$ cat src/rtl/bf2d_queue.sv
// ----------------------------------------------------------------------------
// Job queue
// Small first-in first-out buffer between the front and the back.
// ----------------------------------------------------------------------------
module bf2d_queue #(
  parameter int WIDTH = 8,
  parameter int DEPTH = 2
) (
  input  logic             clk,
  input  logic             rst,
  input  logic             push,
  input  logic [WIDTH-1:0] push_data,
  output logic             full,
  output logic             valid,
  input  logic             pop,
  output logic [WIDTH-1:0] pop_data
);

  localparam int PW = (DEPTH > 1) ? $clog2(DEPTH) : 1;
  localparam int CW = $clog2(DEPTH + 1);

  logic [WIDTH-1:0] slots [DEPTH];
  logic [PW-1:0]    wr_ptr;
  logic [PW-1:0]    rd_ptr;
  logic [CW-1:0]    count;
  logic             do_push;
  logic             do_pop;

  assign full     = (count == CW'(DEPTH));
  assign valid    = (count != '0);
  assign do_push  = push && !full;
  assign do_pop   = pop && valid;
  assign pop_data = slots[rd_ptr];

  always_ff @(posedge clk) begin
    if (do_push) begin
      slots[wr_ptr] <= push_data;
    end
  end

  always_ff @(posedge clk) begin
    if (rst) begin
      wr_ptr <= '0;
      rd_ptr <= '0;
      count  <= '0;
    end else begin
      if (do_push) begin
        wr_ptr <= (wr_ptr == PW'(DEPTH - 1)) ? '0 : wr_ptr + 1'b1;
      end
      if (do_pop) begin
        rd_ptr <= (rd_ptr == PW'(DEPTH - 1)) ? '0 : rd_ptr + 1'b1;
      end
      if (do_push && !do_pop) begin
        count <= count + 1'b1;
      end else if (do_pop && !do_push) begin
        count <= count - 1'b1;
      end
    end
  end

endmodule

$ cat config.mk
export PLATFORM = sky130hd
export DESIGN_NAME = bf2d_queue
export DESIGN_NICKNAME = d
export VERILOG_FILES = /design/src/rtl/bf2d_queue.sv
export SDC_FILE = /design/constraint.sdc
export NUM_CORES = 1
export LEC_CHECK = 0
export ABC_AREA = 1
export BUFFER_PORTS_ARGS = -buffer_cell sky130_fd_sc_hd__buf_2
export CAP_MARGIN = 20
export CORE_MARGIN = 10
export CORE_UTILIZATION = 44
export DETAILED_ROUTE_END_ITERATION = 16
export PLACE_DENSITY = 0.71
export SETUP_SLACK_MARGIN = 0.3
export SLEW_MARGIN = 5
export SYNTH_ARGS = -nofsm -noshare
export SYNTH_HDL_FRONTEND = slang
export SYNTH_SLANG_ARGS = --single-unit
$ cat constraint.sdc
create_clock -name clk -period 1.12 [get_ports clk]
set_input_delay 0.336 -clock clk [delete_from_list [all_inputs] [get_ports clk]]
set_output_delay 0.336 -clock clk [all_outputs]
set_load 0.01 [all_outputs]
## Yosys cells after proc, flatten, opt, wreduce, memory -nomap -nowiden

Memory sizes are Yosys's and may differ from the RTL's. A register that Yosys moved wholly into a read port is not among the register bits.
Index checks and enable logic that the tools add are counted.

| storage, ports and cells | value |
|---|---|
| register bits | 4 |
| memory bits (writable) | 16 |
| bits of input ports | 12 |
| output and inout port bits | 10 |
| logic and storage cells | 26 |
| memories kept | 1 |

Memories:

| memory | depth | bits a word | read ports | clocked after Yosys merged registers in | write ports | RTL line | RTL |
|---|---|---|---|---|---|---|---|
| slots | 2 | 8 | 1 | 1 | 1 | 22 | `logic [WIDTH-1:0] slots [DEPTH];` |

| cells by class | value |
|---|---|
| $add $sub $neg | 4 |
| eq/ne operators | 1 |
| multiplexer cells | 8 |
| reduce and logical (&&, ||, !) cells | 9 |

Operators with widths:

| operator | number |
|---|---|
| 1-bit 2-to-1 mux | 6 |
| 1-bit logical AND | 4 |
| 2-bit 2-to-1 mux | 2 |
| 2-bit nonzero test | 2 |
| 1-bit logical NOT | 3 |
| 1-bit adder, second input constant | 2 |
| 2-bit by 1-bit adder with 2-bit output, second input constant | 1 |
| 2-bit equality test, second input constant | 1 |
| 2-bit by 1-bit subtractor with 2-bit output, second input constant | 1 |

## Logic depth before layout (Yosys ltp)

Gate-level depths: netlist of the first run.

| logic depth | value |
|---|---|
| depth after elaboration | 7 |
| gate-level depth with buffers | 10 |
| mapped depth without buffers | 10 |

## Worst setup path after synthesis of the first run

No wires, ideal clock.

| path | value |
|---|---|
| kind | reg-to-reg |
| start point | reg count[0] |
| end point | reg count[1] |
| library setup time | 64 ps |
| arrival | 1231 ps |
| data required time | 1056 ps |
| path slack | -175 ps |
| stages on the path, launching flop included | 10 |
| path buffers | 0 |
| clock period less this slack | 1295 ps |
| path through | dfxtp_1 > inv_2 > nand2_1 > nand2_1 > ha_1 > inv_1 > nand3_1 > nand2_1 > inv_1 > nor2_1 |

| on the way | value |
|---|---|
| elaborated cells on any way between the ends | 14 |
| classes of those cells | 2 x add/sub; 1 x eq/ne; 2 x mux; 9 x reduce/logical |

RTL lines:

| item | RTL line | RTL |
|---|---|---|
| start, declared | 25 | `logic [CW-1:0] count;` |
| start signal, assigned | 54 | `count <= count + 1'b1;` |
| start signal, assigned | 56 | `count <= count - 1'b1;` |
| 2-bit nonzero test * | 30 | `assign valid = (count != '0);` |
| via valid | 14 | `output logic valid,` |
| 1-bit logical AND * | 32 | `assign do_pop = pop && valid;` |
| 1-bit logical NOT | 53 | `if (do_push && !do_pop) begin` |
| 1-bit logical AND | 53 |  |
| 2-bit 2-to-1 mux / 2-bit nonzero test (equally long branches) | -- |  |

The timed path passes the listed nets; every way through them passes the cells marked *. The select of a mux whose other input is x is not followed.
A chain may end at the register's enable or synchronous reset.

==> results.tsv, run 1 <==
stage	metric	value	unit
run_status	outcome	finished with violations	
run_status	violations	negative setup slack	
route	drtIter0Drc	25	
sta	clock_skew	5.160	ps
die	core_area	1745	sq um
synthesis	syn_area	819.5	sq um
die	die_w	63.16	microns
sta	slew_violations	0	
grt	grt_start_max_net_pins	12	
route	dr.pass1.iters	4	
clock_tree	clock-sinks	21	
synthesis	ys_warn_count	0	
die	fp.dieH	63.16	microns
grt	grt_usage	0.09140	
power	p_leak	0.5774	nW
route	wl_per_cell	15.73	microns
clock_tree	holdBufCountCts	0	
sta	whs	220.5	ps
synthesis	ys.flop_type	edfxtp_1	
clock_tree	cts-root-buf	clkbuf_4	
clock_tree	cts_max_path_buffers	2	
clock_tree	cts_tree	yes	
die	start_util	0.4695	
sta	fin_tns_setup	-5698	ps
sta	hold_viol	0	
final_layout	nets	117	
sta	setup_slack	-412.4	ps
grt	antenna_found_initial	0	
critical_path	critPathKind	reg -> out	
synthesis	synth_area_leaders	edfxtp_1, dfxtp_1, mux2_2, nor2_1, inv_1	
synthesis	synth_commonest_cells	edfxtp_1, mux2_2, nor2_1	
synthesis	syn_nets	75	
synthesis	synthArstFlopShare	0	
critical_path	worstPathRequired	780	ps
sta	worst_slew_pin_slew	225.0	ps
synthesis	ys_ff_latch	21	
grt	first_global_vias	661	
final_layout	fin_util	0.7842	
synthesis	yosysMostFrequentCell	edfxtp_1	
critical_path	cp.arrival	1200	ps
sta	max_freq	652.6	MHz
grt	grt_pass1_wl	2.918	mm
hold_path	hp-class	in -> reg	
power	power_density	2311	nW/um^2
sta	setup_viol	29	
run	max-cap-violations	0	
die	die_area	3989	sq um
final_layout	drive_above_1_share	0.6990	
grt	overflow	0	
critical_path	cp_max_fo	8	
synthesis	syn_avg_cell_area	13.22	sq um
sta	maxSlewHeadroom	0.8498	
die	ios	22	
placed_design	port_buffers	21	
clock_tree	clk_pin_slew	110	ps
sta	period_needed	1532	ps
die	num_rows	15	
synthesis	yosysTopAreaCell	edfxtp_1	
sta	rsz0062_at_grt	yes	
route	antenna_left	0	
clock_tree	clk_latency	290	ps
route	wirelength	2.013	mm
final_layout	synthToLayoutAreaGrowth	67.02	%
placed_design	place_congestion	0.7201	
power	ir_drop	0.001928	V
final_layout	diodes	0	
synthesis	synth_seq_area_share	0.7084	
route	drc_errors	0	
synthesis	synth_edf_count	16	
sta	period_share	1.368	
synthesis	synthCells	62	
critical_path	cp-end-kind	output pin	
placed_design	dp_hpwl	1.225	mm
route	viasPerCell	4.891	
synthesis	yosysUniqueCellTypes	14	
placed_design	pre_cts_slack	-159.3	ps
synthesis	yosysTopAreaCellShare	0.5863	
critical_path	critPathLaunchType	register	
final_layout	stdcell_count	128	
route	via_count	626	
placed_design	dpl.cell_count	116	
clock_tree	cts_buffers	3	
clock_tree	htree_num_levels	1	
==> state kept, by name (all words and copies together), names as in the netlist, named ones only <==
register,flops
rd_ptr,1
count,2
wr_ptr,1
slots,16
==> final timing paths <==
check | startpoint | to | slack (ps) | cells after the start
setup reg to reg | count[1] | count[1] | -150 | 8
setup / recovery | register | pop_data[6] | -410 | 2
hold / removal | push_data[7] | slots[0][7] | 220 | 1
hold reg to reg | rd_ptr | rd_ptr | 570 | 2
==> metal layers <==
layer | up-vias | part of all wire | track usage
met1 | 298 | 0.34 | 0.08016
met5 | - | 0 | 0
met4 | 0 | 0.026 | 0.04469
li1 | 296 | - | -
met3 | 8 | 0.068 | 0.03534
met2 | 24 | 0.57 | 0.1751
==> stage by stage <==
stage | cell area, sq um | total power [W]
floorplan | 867.1 | 0.001649
global placement | 1060 | 0.001975
detailed placement | 1060 | 0.002013
CTS | 1303 | 0.002929
global route | 1369 | 0.003307
finish | 1369 | 0.003163
==> worst max-delay path, stage by stage (launching register included) <==
cell	delay [ps]
dfxtp_4	450
mux2_4	330
buf_6	130
==> final cells by class <==
class	instances	area (sq um)
sequential	21	589.3
fill	112	376.6
timing repair buffer	38	347.8
multi-input combinational	32	336.6
inverter	8	37.54
tap	25	31.28
clock buffer	4	26.28
==> cell families after synthesis <==
family                     count (synthesis)  synth area share
AOI/OAI and AO/OA                          5           0.03512
adders and majority gates                  1           0.01526
buffers and inverters                      9           0.04274
DFF                                       21            0.7084
muxes                                      8            0.1099
and+or+nand+nor                           18           0.08856
==> power breakdown <==
group,switching (W),leakage [nW],internal (W)
Combinational,0.000707,0.370,0.000957
Clock,0.000206,0.0150,0.000138
Sequential,0.000139,0.192,0.00101
==> layout by cell type, fill, tap and decap left out <==
| cell | n |
|---|---|
| a21oi_1 | 1 |
| a21oi_4 | 1 |
| inv_1 | 3 |
| dfxtp_4 | 2 |
| ha_4 | 1 |
| nand4_1 | 1 |
| inv_2 | 2 |
| nor2_1 | 4 |
| buf_6 | 24 |
| o21ai_0 | 1 |
| buf_2 | 11 |
| o21ai_2 | 1 |
| nand2_1 | 2 |
| dfxtp_1 | 2 |
| clkbuf_1 | 1 |
| edfxtp_1 | 16 |
| mux2_4 | 8 |
| nand2_4 | 3 |
| nor2_4 | 4 |
| nand2_2 | 2 |
| buf_4 | 3 |
| clkbuf_4 | 3 |
| dfxtp_2 | 1 |
| o21ai_4 | 1 |
| nand3_2 | 2 |
| inv_4 | 3 |
==> what timing repair did <==
| item | CTS | global route |
|---|---|---|
| setup endpoints to repair | 31 | 31 |
| gates resized for setup | 38 | 15 |
| pin swaps | 10 | 8 |
| buffers inserted | 7 | 1 |
Note: power is estimated with default switching activity, not from simulation.
==> inputs of run 2 (changes only) <==
--- a/config.mk
+++ b/config.mk
@@ -5,13 +5,13 @@
 export SDC_FILE = /design/constraint.sdc
 export NUM_CORES = 1
 export LEC_CHECK = 0
-export ABC_AREA = 1
 export BUFFER_PORTS_ARGS = -buffer_cell sky130_fd_sc_hd__buf_2
 export CAP_MARGIN = 20
 export CORE_MARGIN = 10
-export CORE_UTILIZATION = 44
+export CORE_UTILIZATION = 50
 export DETAILED_ROUTE_END_ITERATION = 16
-export PLACE_DENSITY = 0.71
+export PLACE_DENSITY = 0.77
+export RECOVER_POWER = 25
 export SETUP_SLACK_MARGIN = 0.3
 export SLEW_MARGIN = 5
 export SYNTH_ARGS = -nofsm -noshare
==> constraint.sdc (replaced) <==
create_clock -name clk -period 1.9 [get_ports clk]
set_input_delay 0.57 -clock clk [delete_from_list [all_inputs] [get_ports clk]]
set_output_delay 0.57 -clock clk [all_outputs]
set_load 0.01 [all_outputs]
==> results.tsv, run 2 <==
stage	metric	value	unit
final_layout	layout_common_cells	edfxtp_1, buf_2, buf_6	
critical_path	reg2reg_from	count[1]	
final_layout	synthToLayoutAreaGrowth	34.12	%
sta	setup_slack	142.5	ps
grt	grt_start_max_net_pins	12	
critical_path	critPathKind	reg -> out	
route	wl_per_cell	16.41	microns
synthesis	synth_seq_area_share	0.7296	
critical_path	r2r_setup_slack	360	ps
synthesis	synthCells	50	
sta	clock_skew	1.010	ps
placed_design	port_buffers	21	
clock_tree	cts_tree	yes	
critical_path	cp_max_fo	8	
clock_tree	htree_num_levels	1	
die	core_area	1506	sq um
final_layout	nets	90	
placed_design	pre_cts_slack	129.2	ps
final_layout	drive_above_1_share	0.5000	
sta	period_needed	1757	ps
synthesis	synth_edf_count	16	
critical_path	cpPeakStageDelay	460	ps
sta	period_share	0.9250	
critical_path	r2r_end	count[1]	
clock_tree	clk_latency	290	ps
sta	slew_violations	0	
hold_path	hp-class	in -> reg	
route	wirelength	1.510	mm
route	dr.pass1.iters	3	
die	start_util	0.5282	
die	die_area	3587	sq um
synthesis	syn_avg_cell_area	15.92	sq um
synthesis	syn_nets	63	
hold_path	hold_start	push_data[4]	
route	drtIter0Drc	4	
final_layout	reg_top3	slots (16), count (2)	
synthesis	synth_area_leaders	edfxtp_1, dfxtp_1, mux2_2, xor2_1, o21ai_0	
die	die_w	59.90	microns
synthesis	yosysMostFrequentCell	edfxtp_1	
synthesis	yosysUniqueCellTypes	14	
critical_path	cp.arrival	1190	ps
hold_path	worstHoldPathCells	1	
placed_design	dp_hpwl	1.115	mm
final_layout	diodes	0	
critical_path	worst_path_max_delay_cell	dfxtp_4	
power	power_density	1349	nW/um^2
grt	grt_pass1_wl	2.387	mm
critical_path	cp-end-kind	output pin	
synthesis	synthArstFlopShare	0	
clock_tree	cts_max_path_buffers	2	
synthesis	ys_warn_count	0	
synthesis	yosysTopAreaCell	edfxtp_1	
critical_path	path_cells	mux2_4, buf_6	
synthesis	yosysTopAreaCellShare	0.6038	
synthesis	syn_area	795.8	sq um
route	via_count	471	
critical_path	worstPathRequired	1330	ps
critical_path	r2r_cells	5	
die	fp.dieH	59.90	microns
clock_tree	cts-root-buf	clkbuf_4	
hold_path	holdPathEnd	slots[0][4]	
synthesis	synth_commonest_cells	edfxtp_1, mux2_2, dfxtp_1	
power	ir_drop	0.0008475	V
route	antenna_left	0	
final_layout	top_register	slots	
sta	max_freq	569.0	MHz
clock_tree	cts_buffers	3	
grt	antenna_found_initial	0	
sta	setup_viol	0	
run_status	outcome	finished, final reports clean	
grt	grt_usage	0.08724	
die	ios	22	
placed_design	place_congestion	0.6561	
final_layout	mostFrequentLayoutCell	edfxtp_1	
critical_path	critPathLaunchType	register	
sta	hold_viol	0	
run	max-cap-violations	0	
sta	rsz0062_at_grt	yes	
grt	first_global_vias	535	
grt	overflow	0	
sta	worst_slew_pin_slew	370.4	ps
sta	maxSlewHeadroom	0.7531	
power	p_leak	0.4405	nW
die	num_rows	14	
synthesis	ys_ff_latch	21	
route	viasPerCell	5.120	
synthesis	ys.flop_type	edfxtp_1	
route	drc_errors	0	
clock_tree	clock-sinks	21	
clock_tree	clk_pin_slew	110	ps
final_layout	largest_reg_flops	16	
sta	fin_tns_setup	0	ps
run 2: cell families after synthesis:
| family | after synthesis | share of synthesized area |
|---|---|---|
| fa+ha+maj | 1 | 0.01572 |
| buf+inv | 3 | 0.01572 |
| mux | 8 | 0.1132 |
| simple gates | 9 | 0.06132 |
| compound gates | 5 | 0.03144 |
| flops | 21 | 0.7296 |
| xor+xnor | 3 | 0.03302 |
run 2: timing repair:
action / CTS / global route
setup endpoints to repair: 11 / 11
hold buffers: 0 / 0
setup buffers: 2 / 0
cloned: 0 / 0
pin swaps: 0 / 2
resized for setup: 24 / 3
run 2: where the power goes:
group,internal [W],total (W),switching (W)
combinational,0.000340,0.000552,0.000212
sequential,0.000603,0.000683,0.0000797
clock,0.0000815,0.000204,0.000123
total,0.00102,0.00144,0.000415
run 2: metrics by stage:
stage | hold slack, ps | cells | util | cell area, sq um | total power (W)
2_1_floorplan | 451.6 | 50 | - | 795.8 | 0.0009006
3_3_place_gp | 466.9 | 86 | 0.6080 | 915.9 | 0.001020
3_5_place_dp | 496.5 | 86 | 0.6080 | 915.9 | 0.001039
4_1_cts | 458.2 | 92 | 0.7035 | 1060 | 0.001430
5_1_grt | 440.8 | 92 | 0.7085 | 1067 | 0.001522
6_report | 463.1 | 92 | 0.7085 | 1067 | 0.001440
run 2: metal layers:
| layer | GRT usage | part of all wire | vias to the layer above |
|---|---|---|---|
| met5 | 0 | 0 | - |
| met4 | 0.03846 | 0.0066 | 0 |
| met2 | 0.1456 | 0.52 | 11 |
| li1 | - | - | 236 |
| met3 | 0.02542 | 0.056 | 2 |
| met1 | 0.1000 | 0.42 | 222 |
run 2: worst max path at each step:
stage          startpoint     endpoint  depth (start not counted)
6_report         register  pop_data[5]                          2
5_1_grt          register  pop_data[3]                          2
4_1_cts          register  pop_data[7]                          2
3_5_place_dp         push     count[1]                          6
3_3_place_gp         push     count[1]                          6
2_1_floorplan         pop     count[1]                          4
run 2: area by class of cell:
type	count	area, sq um
Sequential cell	21	591.8
Fill cell	105	439.2
Multi-Input combinational cell	26	240.2
Timing Repair Buffer	23	181.4
Clock buffer	4	26.28
Tap cell	16	20.02
Inverter	2	7.507
run 2: critical path: cells and delay by family (launching register included):
| family | cells | cell delay [ps] |
|---|---|---|
| buf+inv | 1 | 120 |
| flops | 1 | 460 |
| mux | 1 | 320 |
